### config.mk
export PLATFORM = sky130hd
export DESIGN_NAME = hdlc_crc16_frame_codec
export DESIGN_NICKNAME = d
export VERILOG_FILES = /design/src/rtl/hcfc_pkg.sv /design/src/rtl/hcfc_front.sv /design/src/rtl/hcfc_queue.sv /design/src/rtl/hcfc_back.sv /design/src/rtl/hdlc_crc16_frame_codec.sv
export VERILOG_INCLUDE_DIRS = /design/src /design/src/rtl
export SDC_FILE = /design/constraint.sdc
export NUM_CORES = 1
export LEC_CHECK = 0
export BUFFER_PORTS_ARGS = -buffer_cell sky130_fd_sc_hd__buf_2
export CORE_ASPECT_RATIO = 1.1
export CORE_MARGIN = 2
export CORE_UTILIZATION = 45
export DETAILED_ROUTE_END_ITERATION = 10
export PLACE_DENSITY_LB_ADDON = 0.3
export SLEW_MARGIN = 20
export SYNTH_ARGS = -nofsm -noshare
export SYNTH_HDL_FRONTEND = slang
export SYNTH_SLANG_ARGS = --single-unit
### constraint.sdc
create_clock -name clk -period 4.1 [get_ports clk]
set_input_delay 0 -clock clk [delete_from_list [all_inputs] [get_ports clk]]
set_output_delay 0 -clock clk [all_outputs]
set_load 0.02 [all_outputs]
### src/rtl/hdlc_crc16_frame_codec_defines.svh
// ----------------------------------------------------------------------------
// hdlc_crc16_frame_codec_defines
// assertion macros shared by the codec modules, empty in synthesis
// ----------------------------------------------------------------------------
`ifndef HDLC_CRC16_FRAME_CODEC_DEFINES_SVH
`define HDLC_CRC16_FRAME_CODEC_DEFINES_SVH

`ifndef SYNTHESIS

// same-cycle implication, clocked on clk, off during reset
`define HCFC_ASSERT_IMP(lbl, ante, cons, msg) \
	lbl: assert property (@(posedge clk) disable iff (!arst_n) (ante) |-> (cons)) \
		else $error(msg);

// next-cycle implication, clocked on clk, off during reset
`define HCFC_ASSERT_NXT(lbl, ante, cons, msg) \
	lbl: assert property (@(posedge clk) disable iff (!arst_n) (ante) |=> (cons)) \
		else $error(msg);

`else

`define HCFC_ASSERT_IMP(lbl, ante, cons, msg)
`define HCFC_ASSERT_NXT(lbl, ante, cons, msg)

`endif

`endif

### src/rtl/hcfc_pkg.sv
// ----------------------------------------------------------------------------
// hcfc_pkg
// types and constants of the hdlc crc-16 frame codec
// ----------------------------------------------------------------------------
package hcfc_pkg;

	// line bytes
	localparam logic [7:0] FLAG_BYTE = 8'h7E;
	localparam logic [7:0] ESC_BYTE  = 8'h7D;
	localparam logic [7:0] ESC_FLAG  = 8'h5E;
	localparam logic [7:0] ESC_ESC   = 8'h5D;
	localparam logic [7:0] ESC_XOR   = 8'h20;

	// crc-16 polynomial, init zero, msb first
	localparam logic [15:0] CRC_POLY = 16'h1021;

	// register map: paddr[2] selects the register word
	localparam logic REG_DIRECTION = 1'b0;
	localparam int   PADDR_W       = 3;

	// direction codes
	localparam logic DIR_ENCODE = 1'b0;
	localparam logic DIR_DECODE = 1'b1;

	// job queue between front and back
	localparam int QUEUE_DEPTH = 4;
	localparam int QPTR_W      = $clog2(QUEUE_DEPTH);
	localparam int QCNT_W      = $clog2(QUEUE_DEPTH + 1);

	// segments of one job, in emission order
	localparam int NUM_SEGS = 5;

	typedef enum logic [2:0] {
		PH_PRE    = 3'd0,
		PH_BODY   = 3'd1,
		PH_CRC_LO = 3'd2,
		PH_CRC_HI = 3'd3,
		PH_FLAG   = 3'd4
	} phase_t;

	typedef struct packed {
		logic [7:0] data_byte;
		logic       first_byte;
		logic       last_byte;
	} in_item_t;

	typedef struct packed {
		logic [7:0] out_byte;
		logic       run_last;
		logic       frame_end;
	} out_item_t;

	// one classified input: the bytes it causes, as optional segments
	typedef struct packed {
		logic        pre_valid;   // leading flag (encode) or stale escape (decode)
		logic [7:0]  pre_byte;
		logic        body_valid;
		logic        body_esc;    // body byte is stuffed on the line if it is a flag or escape
		logic [7:0]  body;
		logic        trailer;     // crc low, crc high and closing flag follow
		logic [15:0] crc;
		logic        frame_end;   // set on the final byte of the job
	} job_t;

	// queue status seen by the front and back
	typedef struct packed {
		logic full;
		logic empty;
	} q_status_t;

endpackage

### src/rtl/hcfc_front.sv
// ----------------------------------------------------------------------------
// hcfc_front
// accepts input beats, runs the crc and escape state, classifies into jobs
// ----------------------------------------------------------------------------
`include "hdlc_crc16_frame_codec_defines.svh"

module hcfc_front (
	input  logic                clk,
	input  logic                arst_n,
	input  logic                direction,
	input  logic                in_valid,
	output logic                in_stall,
	input  hcfc_pkg::in_item_t  in_data,
	input  hcfc_pkg::q_status_t q_status,
	output logic                push,
	output hcfc_pkg::job_t      push_job
);
	import hcfc_pkg::*;

	logic [15:0] crc_q;
	logic        esc_pend_q;
	logic        accept;
	logic [15:0] crc_base;
	logic [15:0] crc_next;
	logic        pend;
	logic        new_pend;
	logic        handled;
	job_t        job;

	// one byte of crc, eight shift steps
	function automatic logic [15:0] crc16_byte(input logic [15:0] crc, input logic [7:0] b);
		logic [15:0] c;
		c = crc ^ {b, 8'h00};
		for (int k = 0; k < 8; k++) begin
			if (c[15]) begin
				c = {c[14:0], 1'b0} ^ CRC_POLY;
			end else begin
				c = {c[14:0], 1'b0};
			end
		end
		return c;
	endfunction

	assign in_stall = q_status.full;
	assign accept   = in_valid && !in_stall;

	// frame start clears crc and held escape
	assign crc_base = in_data.first_byte ? 16'h0000 : crc_q;
	assign pend     = in_data.first_byte ? 1'b0 : esc_pend_q;
	assign crc_next = crc16_byte(crc_base, in_data.data_byte);

	// classify the beat into a job
	always_comb begin
		job          = '0;
		new_pend     = 1'b0;
		handled      = 1'b0;
		job.body     = in_data.data_byte;
		job.pre_byte = FLAG_BYTE;
		if (direction == DIR_ENCODE) begin
			job.pre_valid  = in_data.first_byte;
			job.body_valid = 1'b1;
			job.body_esc   = 1'b1;
			job.trailer    = in_data.last_byte;
			job.crc        = crc_next;
			job.frame_end  = in_data.last_byte;
		end else begin
			job.pre_byte  = ESC_BYTE;
			job.frame_end = in_data.last_byte;
			if (pend) begin
				if (in_data.data_byte == ESC_FLAG) begin
					job.body       = FLAG_BYTE;
					job.body_valid = 1'b1;
					handled        = 1'b1;
				end else if (in_data.data_byte == ESC_ESC) begin
					job.body       = ESC_BYTE;
					job.body_valid = 1'b1;
					handled        = 1'b1;
				end else begin
					job.pre_valid = 1'b1;
				end
			end
			if (!handled) begin
				if (in_data.data_byte == ESC_BYTE && !in_data.last_byte) begin
					new_pend = 1'b1;
				end else begin
					job.body_valid = 1'b1;
				end
			end
		end
	end

	assign push_job = job;
	assign push     = accept && (job.pre_valid || job.body_valid);

	// crc and escape state
	always_ff @(posedge clk or negedge arst_n) begin
		if (!arst_n) begin
			crc_q      <= 16'h0000;
			esc_pend_q <= 1'b0;
		end else if (accept) begin
			if (direction == DIR_ENCODE) begin
				crc_q      <= crc_next;
				esc_pend_q <= pend;
			end else begin
				crc_q      <= crc_base;
				esc_pend_q <= new_pend;
			end
		end
	end

	// checks
	`HCFC_ASSERT_NXT(a_pend_only_decode, !esc_pend_q, !esc_pend_q || $past(direction) == DIR_DECODE, "escape held in encode")
	`HCFC_ASSERT_IMP(a_encode_pushes, accept && direction == DIR_ENCODE, push, "encode beat made no job")

endmodule

### src/rtl/hcfc_queue.sv
// ----------------------------------------------------------------------------
// hcfc_queue
// short job queue between front and back
// ----------------------------------------------------------------------------
`include "hdlc_crc16_frame_codec_defines.svh"

module hcfc_queue (
	input  logic                clk,
	input  logic                arst_n,
	input  logic                push,
	input  hcfc_pkg::job_t      push_job,
	input  logic                pop,
	output hcfc_pkg::job_t      head_job,
	output hcfc_pkg::q_status_t q_status
);
	import hcfc_pkg::*;

	job_t              entry_q [QUEUE_DEPTH];
	logic [QPTR_W-1:0] wr_ptr_q;
	logic [QPTR_W-1:0] rd_ptr_q;
	logic [QCNT_W-1:0] count_q;

	assign q_status.full  = (count_q == QCNT_W'(QUEUE_DEPTH));
	assign q_status.empty = (count_q == '0);
	assign head_job       = entry_q[rd_ptr_q];

	// storage
	always_ff @(posedge clk) begin
		if (push) begin
			entry_q[wr_ptr_q] <= push_job;
		end
	end

	// pointers and fill count
	always_ff @(posedge clk or negedge arst_n) begin
		if (!arst_n) begin
			wr_ptr_q <= '0;
			rd_ptr_q <= '0;
			count_q  <= '0;
		end else begin
			if (push) begin
				wr_ptr_q <= wr_ptr_q + QPTR_W'(1);
			end
			if (pop) begin
				rd_ptr_q <= rd_ptr_q + QPTR_W'(1);
			end
			if (push && !pop) begin
				count_q <= count_q + QCNT_W'(1);
			end else if (pop && !push) begin
				count_q <= count_q - QCNT_W'(1);
			end
		end
	end

	// checks
	`HCFC_ASSERT_IMP(a_no_push_full, push, !q_status.full, "push into full queue")
	`HCFC_ASSERT_IMP(a_no_pop_empty, pop, !q_status.empty, "pop from empty queue")

endmodule

### src/rtl/hcfc_back.sv
// ----------------------------------------------------------------------------
// hcfc_back
// walks the head job segment by segment, one line byte per cycle while out_stall is low
// ----------------------------------------------------------------------------
`include "hdlc_crc16_frame_codec_defines.svh"

module hcfc_back (
	input  logic                 clk,
	input  logic                 arst_n,
	input  hcfc_pkg::job_t       head_job,
	input  hcfc_pkg::q_status_t  q_status,
	output logic                 pop,
	output logic                 out_valid,
	input  logic                 out_stall,
	output hcfc_pkg::out_item_t  out_data
);
	import hcfc_pkg::*;

	phase_t              phase_q;
	phase_t              phase_d;
	logic                sub_q;
	logic                sub_d;
	logic                out_valid_q;
	out_item_t           out_q;
	logic [NUM_SEGS-1:0] present;
	phase_t              cur_seg;
	logic                later;
	logic [7:0]          seg_byte;
	logic                seg_esc;
	logic                special;
	logic                seg_done;
	logic                is_last;
	logic                fire;
	logic [7:0]          line_byte;

	assign present = {head_job.trailer, head_job.trailer, head_job.trailer,
		head_job.body_valid, head_job.pre_valid};

	// first present segment at or after the phase, and anything beyond it
	always_comb begin
		cur_seg = phase_q;
		later   = 1'b0;
		for (int i = NUM_SEGS - 1; i >= 0; i--) begin
			if (present[i] && (3'(i) >= phase_q)) begin
				cur_seg = phase_t'(3'(i));
			end
		end
		for (int j = 0; j < NUM_SEGS; j++) begin
			if (present[j] && (3'(j) > cur_seg)) begin
				later = 1'b1;
			end
		end
	end

	// byte of the current segment
	always_comb begin
		case (cur_seg)
			PH_PRE: begin
				seg_byte = head_job.pre_byte;
				seg_esc  = 1'b0;
			end
			PH_BODY: begin
				seg_byte = head_job.body;
				seg_esc  = head_job.body_esc;
			end
			PH_CRC_LO: begin
				seg_byte = head_job.crc[7:0];
				seg_esc  = 1'b1;
			end
			PH_CRC_HI: begin
				seg_byte = head_job.crc[15:8];
				seg_esc  = 1'b1;
			end
			PH_FLAG: begin
				seg_byte = FLAG_BYTE;
				seg_esc  = 1'b0;
			end
			default: begin
				seg_byte = FLAG_BYTE;
				seg_esc  = 1'b0;
			end
		endcase
	end

	// an escape pair is 0x7D followed by the byte with bit 5 flipped
	assign special   = seg_esc && (seg_byte == FLAG_BYTE || seg_byte == ESC_BYTE);
	assign line_byte = special ? (sub_q ? (seg_byte ^ ESC_XOR) : ESC_BYTE) : seg_byte;
	assign seg_done  = !special || sub_q;
	assign is_last   = seg_done && !later;
	assign fire      = !q_status.empty && (!out_valid_q || !out_stall);
	assign pop       = fire && is_last;

	// next phase
	always_comb begin
		phase_d = phase_q;
		sub_d   = sub_q;
		if (fire) begin
			if (is_last) begin
				phase_d = PH_PRE;
				sub_d   = 1'b0;
			end else if (seg_done) begin
				sub_d = 1'b0;
				case (cur_seg)
					PH_PRE:    phase_d = PH_BODY;
					PH_BODY:   phase_d = PH_CRC_LO;
					PH_CRC_LO: phase_d = PH_CRC_HI;
					PH_CRC_HI: phase_d = PH_FLAG;
					default:   phase_d = PH_PRE;
				endcase
			end else begin
				sub_d = 1'b1;
			end
		end
	end

	always_ff @(posedge clk or negedge arst_n) begin
		if (!arst_n) begin
			phase_q <= PH_PRE;
			sub_q   <= 1'b0;
		end else begin
			phase_q <= phase_d;
			sub_q   <= sub_d;
		end
	end

	// output register
	always_ff @(posedge clk or negedge arst_n) begin
		if (!arst_n) begin
			out_valid_q <= 1'b0;
		end else begin
			out_valid_q <= fire || (out_valid_q && out_stall);
		end
	end

	always_ff @(posedge clk) begin
		if (fire) begin
			out_q.out_byte  <= line_byte;
			out_q.run_last  <= is_last;
			out_q.frame_end <= is_last && head_job.frame_end;
		end
	end

	assign out_valid = out_valid_q;
	assign out_data  = out_q;

	// checks
	`HCFC_ASSERT_IMP(a_sub_after_esc, sub_q, out_q.out_byte == ESC_BYTE, "escape pair lost its lead byte")
	`HCFC_ASSERT_IMP(a_end_is_last, out_valid_q && out_q.frame_end, out_q.run_last, "frame end not on last byte")

endmodule

### src/rtl/hdlc_crc16_frame_codec.sv
// ----------------------------------------------------------------------------
// hdlc_crc16_frame_codec
// hdlc byte-stuffing framer and deframer with crc-16 (0x1021, init 0)
// ----------------------------------------------------------------------------
// The output side sends one line byte per clock cycle while it has jobs and
// out_stall is low. An input beat causes one line byte for a plain payload
// byte, two for an escaped byte, up to eight for a one-byte encoded frame
// (flag, escaped byte, escaped crc low and high, flag). A decode beat with a
// 0x7D that is not a last byte and follows no held escape causes none. The
// front end takes an input beat every cycle while the four-entry job queue
// has room, so input stalls only when escapes, frame ends or receiver stalls
// fill the queue. The user must write direction (paddr 0) only while the
// block is idle; the block itself does not enforce this.
// ----------------------------------------------------------------------------
module hdlc_crc16_frame_codec (
	input  logic                          clk,
	input  logic                          arst_n,
	// configuration
	input  logic                          psel,
	input  logic                          penable,
	input  logic                          pwrite,
	input  logic [hcfc_pkg::PADDR_W-1:0]  paddr,
	input  logic [31:0]                   pwdata,
	output logic [31:0]                   prdata,
	output logic                          pready,
	// input beats
	input  logic                          in_valid,
	output logic                          in_stall,
	input  hcfc_pkg::in_item_t            in_data,
	// output beats
	output logic                          out_valid,
	input  logic                          out_stall,
	output hcfc_pkg::out_item_t           out_data
);
	import hcfc_pkg::*;

	logic      direction_q;
	logic      push;
	logic      pop;
	job_t      push_job;
	job_t      head_job;
	q_status_t q_status;

	// register port
	assign pready = 1'b1;
	assign prdata = (paddr[2] == REG_DIRECTION) ? {31'd0, direction_q} : 32'd0;

	always_ff @(posedge clk or negedge arst_n) begin
		if (!arst_n) begin
			direction_q <= DIR_ENCODE;
		end else if (psel && penable && pwrite && pready && paddr[2] == REG_DIRECTION) begin
			direction_q <= pwdata[0];
		end
	end

	// classify
	hcfc_front u_front (
		.clk      (clk),
		.arst_n   (arst_n),
		.direction(direction_q),
		.in_valid (in_valid),
		.in_stall (in_stall),
		.in_data  (in_data),
		.q_status (q_status),
		.push     (push),
		.push_job (push_job)
	);

	// job queue
	hcfc_queue u_queue (
		.clk     (clk),
		.arst_n  (arst_n),
		.push    (push),
		.push_job(push_job),
		.pop     (pop),
		.head_job(head_job),
		.q_status(q_status)
	);

	// emit
	hcfc_back u_back (
		.clk      (clk),
		.arst_n   (arst_n),
		.head_job (head_job),
		.q_status (q_status),
		.pop      (pop),
		.out_valid(out_valid),
		.out_stall(out_stall),
		.out_data (out_data)
	);

endmodule

======== After elaboration in Yosys (flattened, before gate mapping) ========
Memories as Yosys holds them, arrays and structs flattened.
Index checks and enable logic that the tools add are counted.
storage, ports and cells
  memories ................................ 1
  register bits ........................... 40
  bits of input ports ..................... 52
  RAM bits ................................ 124
memory list
  name             words  bits a word  rd ports  clocked after Yosys merged registers in  write ports  RTL line          RTL
  u_queue.entry_q  4      31           1         0                                        1            hcfc_queue.sv:18  job_t entry_q [QUEUE_DEPTH];
cells by class
  multiplexer cells ....................... 56
  $lt $le $gt $ge ......................... 10
  eq/ne operators ......................... 9
  $add $sub $neg .......................... 4
  bitwise operators ....................... 11
  reduce and logical (&&, ||, !) cells .... 44
operators with widths
  operator                                                                        number
  13-bit 2-to-1 mux                                                               8
  8-bit 2-to-1 mux                                                                6
  8-bit by 7-bit equality test with 1-bit output, second input constant           5
  16-bit 2-to-1 mux                                                               2
  8-bit one-hot mux with 4 select lines                                           1
  3-bit 2-to-1 mux                                                                9
  1-bit 2-to-1 mux                                                                26
  1-bit logical AND                                                               24
  3-bit inverter                                                                  8
  17-bit 2-to-1 mux                                                               1
  16-bit XOR                                                                      1
  3-bit one-hot mux with 4 select lines                                           1
  1-bit zero test                                                                 9
  3-bit by 2-bit equality test with 1-bit output, second input constant           2
  1-bit by 3-bit >= comparator with 1-bit output, first input constant            2
  2-bit by 3-bit >= comparator with 1-bit output, first input constant            2
  1-bit by 3-bit greater-than comparator with 1-bit output, first input constant  2
  2-bit by 3-bit greater-than comparator with 1-bit output, first input constant  2
  3-bit zero test                                                                 2
  1-bit logical OR                                                                5
  2-bit by 1-bit adder with 2-bit output, second input constant                   2
  2-bit nonzero test                                                              2
  3-bit by 1-bit adder with 3-bit output, second input constant                   1
  3-bit by 1-bit equality test with 1-bit output, second input constant           1
  9 further kinds                                                                 10

======== Longest topological paths before layout ========
Gate-level depths: netlist of run 1.
  depth in word-level cells ............... 20
  gate-level depth with buffers ........... 18
  mapped depth without buffers ............ 15

======== Modules after synthesis ========
A second synthesis of run 1 with hierarchy kept.
second synthesis, totals
  cells, all modules ...................... 560
  area, all modules ....................... 8,690.8 sq um
modules (own cells, without submodules)
  module                  instances  area each (sq um)  cells an instance
  hcfc_queue              1          5,724.2            227
  hcfc_front              1          1,519.0            182
  hcfc_back               1          1,146.1            113
  hdlc_crc16_frame_codec  1          301.5              38

======== Worst setup path before layout of run 1 ========
No wires, ideal clock.
  path type ............................... flip-flop to flip-flop
  from .................................... register u_queue.rd_ptr_q[0]
  to ...................................... register u_queue.count_q[2]
  arrival ................................. 3,682 ps
  setup time .............................. 79 ps
  path buffers ............................ 1
  cell stages (with the launch flop) ...... 17
  slack ................................... 338 ps
  cell sequence ........................... dfrtp_1 buf_6 mux4_2 a221oi_4 o211ai_1 a2111oi_0 a31oi_2 xnor2_1 nor4_4 nor3_1 inv_1 ha_1 inv_1 fa_1 xor2_1 nor2_1 xor2_1
between the ends
  longest elaborated chain between the ends .. 20
  elaborated cells between the ends (all ways) .. 47
RTL lines
  what                                                      RTL line          RTL
  from (decl)                                               hcfc_queue.sv:20  logic [QPTR_W-1:0] rd_ptr_q;
  from (signal assigned)                                    hcfc_queue.sv:45  rd_ptr_q <= rd_ptr_q + QPTR_W'(1);
  memory read 4 x 31 bit *                                  --
  1-bit logical AND                                         hcfc_back.sv:44   if (present[i] && (3'(i) >= phase_q)) begin
  3-bit 2-to-1 mux (5 in a row)                             hcfc_back.sv:44
  1-bit by 3-bit greater-than comparator with 1-bit output  hcfc_back.sv:49   if (present[j] && (3'(j) > cur_seg)) begin
  1-bit logical AND                                         hcfc_back.sv:49
  1-bit 2-to-1 mux (5 in a row)                             hcfc_back.sv:49
  1-bit zero test                                           hcfc_back.sv:89   assign is_last = seg_done && !later;
  1-bit logical AND *                                       hcfc_back.sv:89
  1-bit logical AND *                                       hcfc_back.sv:91   assign pop = fire && is_last;
  1-bit zero test                                           hcfc_queue.sv:47  if (push && !pop) begin
  1-bit logical AND                                         hcfc_queue.sv:47
  3-bit 2-to-1 mux or 2-bit nonzero test (tied branches)    --
  to (signal assigned)                                      hcfc_queue.sv:48  count_q <= count_q + QCNT_W'(1);
  to (signal assigned)                                      hcfc_queue.sv:50  count_q <= count_q - QCNT_W'(1);
  to (decl)                                                 hcfc_queue.sv:21  logic [QCNT_W-1:0] count_q;
Mark *: on every way between the ends. The rest lies on a longest branch, timed or not.
A chain may end at the register's enable or synchronous reset.

======== Worst setup path after layout of run 1 ========
Same ends and word-level chain as after synthesis.

==> results of run 1 <==
==> worst max-delay path: stages, from the launching register on <==
cell,delay [ns]
dfrtp_2,0.41
mux4_2,0.58
a221oi_4,0.24
buf_6,0.16
o21ai_4,0.11
mux2_4,0.35
mux2i_4,0.17
nand4_1,0.17
nor4_4,0.37
nor3_2,0.08
buf_4,0.15
inv_1,0.05
ha_2,0.16
inv_1,0.05
fa_1,0.37
xor2_1,0.17
nor2_1,0.13
xor2_1,0.15
==> cell families (layout without fill, tap and decap cells) <==
| kind of cell | after synthesis | after routing | synth area share [%] |
|---|---|---|---|
| flops | 160 | 160 | 64.2 |
| xor+xnor | 34 | 34 | 4.11 |
| other cells | 2 | 32 | 0.104 |
| compound gates | 49 | 50 | 5.49 |
| simple gates | 98 | 98 | 7.11 |
| fa+ha+maj | 6 | 6 | 1.14 |
| buf+inv | 69 | 118 | 5.51 |
| mux | 50 | 50 | 12.3 |
==> Yosys cell counts, types with 3 or more instances <==
master | count | area (um^2)
xor2_1 | 4 | 35.0
nor3_1 | 6 | 30.0
and3_1 | 4 | 25.0
o21ai_0 | 8 | 40.0
clkbuf_1 | 20 | 75.1
buf_4 | 32 | 240
dfrtp_1 | 30 | 751
buf_2 | 4 | 20.0
nand2_1 | 21 | 78.8
nand2b_1 | 11 | 68.8
ha_1 | 5 | 62.6
a21oi_1 | 3 | 15.0
inv_1 | 9 | 33.8
xnor2_1 | 30 | 263
mux2_2 | 8 | 90.1
a22o_1 | 12 | 105
mux4_2 | 29 | 653
mux2i_1 | 9 | 90.1
edfxtp_1 | 130 | 3900
nor2b_1 | 14 | 87.6
mux2_4 | 4 | 60.1
nor2_1 | 25 | 93.8
==> worst paths after layout <==
kind,startpoint,endpoint,slack [ns],depth (start not counted)
worst max register to register,u_queue.rd_ptr_q[0],u_queue.count_q[2],0.15,17
min in group asynchronous,arst_n,direction_q,0.18,2
max in group asynchronous,arst_n,u_queue.rd_ptr_q[0],3.38,2
worst max-delay path,u_queue.rd_ptr_q[0],u_queue.count_q[2],0.15,17
worst min-delay path,in_data[1],u_front.esc_pend_q,0.17,3
worst min register to register,u_front.crc_q[2],u_front.crc_q[2],0.48,2
==> stage by stage <==
stage	TNS (ns)	hold slack, ns	std cells	util, %	worst slack, ns
2_1_floorplan	0	-0.296	498	-	0.338
3_3_place_gp	0	0.111	695	48.3	0.126
3_5_place_dp	0	0.127	695	48.3	0.0690
4_1_cts	0	0.147	741	53.3	0.0463
5_1_grt	-0.0332	0.210	748	54.0	-0.0332
6_report	0	0.169	748	54.0	0.154
==> layout make-up <==
| class | instances | area [um^2] |
|---|---|---|
| well taps | 200 | 250 |
| inverters | 10 | 37.5 |
| clock inverters | 11 | 210 |
| multi-input cells | 270 | 2360 |
| flip-flops and latches | 160 | 4660 |
| clock buffers | 21 | 450 |
| repair buffers | 76 | 536 |
| fillers | 1269 | 7230 |
==> metal layers <==
metal / vias up / wire length (um)
li1: 1824 / -
met1: 2008 / 5930
met2: 130 / 7350
met3: 21 / 771
met4: 0 / 301
met5: - / 0
==> repair_timing <==
action | 4_1_cts | 5_1_grt
endpoints found under the setup margin | 0 | 2
endpoints found under the hold margin | 68 | 0
gates resized for setup | 0 | 13
hold buffers | 14 | 0
buffers inserted | 0 | 6
==> power breakdown <==
group | switching (mW) | internal, mW
Combinational | 1.72 | 1.49
Clock | 0.604 | 1.15
Sequential | 0.193 | 2.40
==> registers in the layout (all words and copies together), names as in the netlist, 2 cells and up <==
signal,count
u_back.out_data,10
u_queue.wr_ptr_q,2
u_front.crc_q,16
u_queue.count_q,3
u_back.phase_q,3
u_queue.rd_ptr_q,2
u_queue.entry_q,120
==> reports/results.txt, run 1 <==
status - complete, no violations
Final Wtd Congestion - 0.801
crit path max fanout - 7
minimum clock period - 3.95 ns
fmax - 253 MHz
largest net degree at the start of global routing - 31
first-pass GRT wire length - 22300 um
Required @ worst endpoint - 4.45 ns
layout cells sized above 1 - 27.0%
grt met1 use - 23.3%
Hold WC Path Type - input port to flip-flop
Layout area overhead - 17.3%
Rows - 48
period utilization - 96.2%
clk slew on worst S/H paths - 0.06 ns
Max-Cap Viols - 0
worst setup path class - flip-flop to flip-flop
post-route cell area - 0.00850 mm^2
Post-DP Area - 0.00759 mm^2
DIE WIDTH - 125 um
initial antenna violation count - 0
HPWL after detailed placement - 9090 um
commonest non-fill, non-tap cell in the layout - edfxtp_1
Pwr per Cell Area - 888 mW/mm^2
final hold vios - 0
WL/cell - 19.2 um
clock sinks - 160
Peak VDD IR - 0.333 mV
Rel. slew slack - 48.3%
Max Root-Sink Buffers - 2
final wirelength - 14400 um
post-route ant nets - 0
met2 Usage GRT - 28.4%
Async S/R FF share, synth - 18.8%
Yosys warning total - 0
Yosys cell types - 61
Ant. Diodes - 0
DR vias/cell - 5.32
final setup violation count - 0
flops & latches, synth - 160
1st-iter DRT viols - 445
via count - 3983
Leak Pwr - 3.14 nW
sequential share of the synthesized area - 64.2%
Root Buffer - clkbuf_16
Die Ht - 137 um
most frequent cells in the layout - edfxtp_1, conb_1, buf_2, xnor2_1
remaining global-route overflow - 0
worst skew pair latency - 0.43 ns
Slew Limit Fails - 0
die area - 0.0171 mm^2
GRT busiest layer - met2
Power, Total - 7.55 mW
nature of the critical path endpoint - flip-flop
number of nets in the layout - 593
GRT Total Usage - 17.7%
TritonRoute pass-1 iters - 4
synthesized cell area - 0.00725 mm^2
CP arrival - 4.30 ns
worst-margin pin slew - 0.776 ns
I/O Pins - 97
Main synth FF type - edfxtp_1
CTS tree - yes
number of I/O port buffers - 31
met3 usage - 3.79%
Post-synth EDFFs - 130
number of global-route vias before repair - 3959
cts bufs inserted - 17
syn_area_per_cell - 15.5 um^2
total core area - 0.0157 mm^2
H-tree depth - 4
Critical Path Source Type - flip-flop
DRC Markers - 0
cells after synthesis - 468
Starting Density - 46.1%
Clock Skew - 0.00955 ns
Power figures use the tool's default switching activity.
==> inputs of run 2 (changes only) <==
Clock period 4.1 ns to 3.7 ns, I/O delays scaled along.
==> reports/results.txt, run 2 (synthesis results as in run 1) <==
WL/cell - 19.6 um
largest reg by FF count - u_queue.entry_q
Leak Pwr - 3.28 nW
clk slew on worst S/H paths - 0.06 ns
number of global-route vias before repair - 4257
cts bufs inserted - 17
layout cells sized above 1 - 32.9%
die area - 0.0171 mm^2
Max Root-Sink Buffers - 2
crit path max fanout - 6
post-route ant nets - 0
Setup TNS Final - -0.0765 ns
number of I/O port buffers - 31
Hold WC Path Type - input port to async pin
Die Ht - 137 um
final setup violation count - 2
Layout area overhead - 20.8%
Required @ worst endpoint - 4.02 ns
final hold vios - 0
total core area - 0.0157 mm^2
final worst slack - -0.0611 ns
start point of the critical path - u_queue.rd_ptr_q[0]
most frequent cells in the layout - edfxtp_1, buf_4, conb_1, buf_2
nature of the critical path endpoint - flip-flop
number of nets in the layout - 620
Rel. slew slack - 48.3%
worst skew pair latency - 0.44 ns
DRC Markers - 0
clock sinks - 160
worst setup path class - flip-flop to flip-flop
worst-margin pin slew - 0.776 ns
remaining global-route overflow - 0
RSZ-0062 raised after global routing - true
via count - 4160
Critical Path Source Type - flip-flop
Pwr per Cell Area - 1030 mW/mm^2
DR vias/cell - 5.37
Root Buffer - clkbuf_16
area occupied by multi-input gates - 0.00244 mm^2
Final Wtd Congestion - 0.853
Max-Cap Viols - 0
DP Worst Slack - -0.252 ns
GRT Total Usage - 18.7%
failing checks - negative setup slack
HPWL after detailed placement - 9400 um
initial antenna violation count - 0
fmax - 266 MHz
post-route cell area - 0.00876 mm^2
CP arrival - 4.08 ns
Rows - 48
Ant. Diodes - 0
Largest register FFs - 120
first-pass GRT wire length - 24000 um
Starting Density - 46.1%
Slew Limit Fails - 0
H-tree depth - 4
final wirelength - 15200 um
commonest non-fill, non-tap cell in the layout - edfxtp_1
filler instances - 1205
minimum clock period - 3.76 ns
status - finished, violations left
reg2reg start - u_queue.rd_ptr_q[0]
Post-DP Area - 0.00766 mm^2
TritonRoute pass-1 iters - 4
Clock Skew - 0.00977 ns
largest net degree at the start of global routing - 31
register area - 0.00466 mm^2
1st-iter DRT viols - 369
DIE WIDTH - 125 um
Peak VDD IR - 0.492 mV
period utilization - 102%
CTS tree - yes
I/O Pins - 97
## run 2: cell types whose count changed in the layout (fill, tap and decap cells not counted), moves of 2 or more
| cell | previous run | this run |
|---|---|---|
| bufinv_16 | 6 | 4 |
| inv_6 | 0 | 2 |
| clkinvlp_4 | 0 | 3 |
| nor2b_1 | 14 | 12 |
| nor2b_2 | 0 | 2 |
| buf_4 | 29 | 56 |
| clkbuf_1 | 3 | 0 |
## run 2: cell type report
| type | count | share of cell area (%) |
|---|---|---|
| Clock buffer | 19 | 5.17 |
| Clock inverter | 13 | 2.09 |
| Inverter | 10 | 0.429 |
| Multi-Input combinational cell | 270 | 27.8 |
| Sequential cell | 160 | 53.2 |
| Tap cell | 200 | 2.86 |
| Timing Repair Buffer | 103 | 8.47 |
## run 2: worst max-delay path, stage by stage (launching register included)
cell      delay, ns
dfrtp_2        0.39
mux4_2         0.56
a221oi_4       0.26
buf_4          0.18
o21ai_4        0.08
buf_4          0.15
mux2i_1        0.10
mux2_4         0.29
xnor2_2        0.17
nor4_4         0.33
nor3_2         0.09
inv_1          0.07
ha_2           0.18
inv_2          0.04
fa_2           0.35
xor2_1         0.16
nor2_1         0.07
xor2_1         0.16
## run 2: final timing paths
kind	depth (start not counted)	end	slack (ns)
max in group asynchronous	2	u_queue.rd_ptr_q[0]	2.98
min in group clk	3	u_front.esc_pend_q	0.18
max	17	u_queue.count_q[2]	-0.06
max reg2reg	17	u_queue.count_q[2]	-0.06
min	2	u_front.crc_q[13]	0.18
min reg2reg	2	u_front.crc_q[1]	0.49
## run 2: where the power goes
| group | internal [mW] | switching [mW] |
|---|---|---|
| Sequential | 2.66 | 0.198 |
| Combinational | 2.13 | 2.15 |
| Clock | 1.16 | 0.720 |
## run 2: stage by stage
| step | hold WS [ns] | power, mW | util, % | cells |
|---|---|---|---|---|
| after floorplan | -0.296 | 5.24 | - | 498 |
| after global placement | 0.114 | 6.26 | 48.7 | 704 |
| after detailed placement | 0.133 | 6.36 | 48.7 | 704 |
| after CTS | 0.181 | 8.79 | 55.1 | 770 |
| after global routing | 0.216 | 9.51 | 55.7 | 775 |
| final | 0.176 | 9.03 | 55.7 | 775 |
## run 2: what timing repair did
item,CTS,global route
cloned,1,0
buffers inserted,21,7
pin swaps,16,8
endpoints found under the setup margin,2,5
hold endpoints to repair,68,0
hold buffers,14,0
resized for setup,18,12
## run 2: metal layers
metal	GRT usage, %	wire [um]
met3	3.40	842
met4	7.35	238
met2	31.6	7520
met1	24.4	6560
met5	0	0
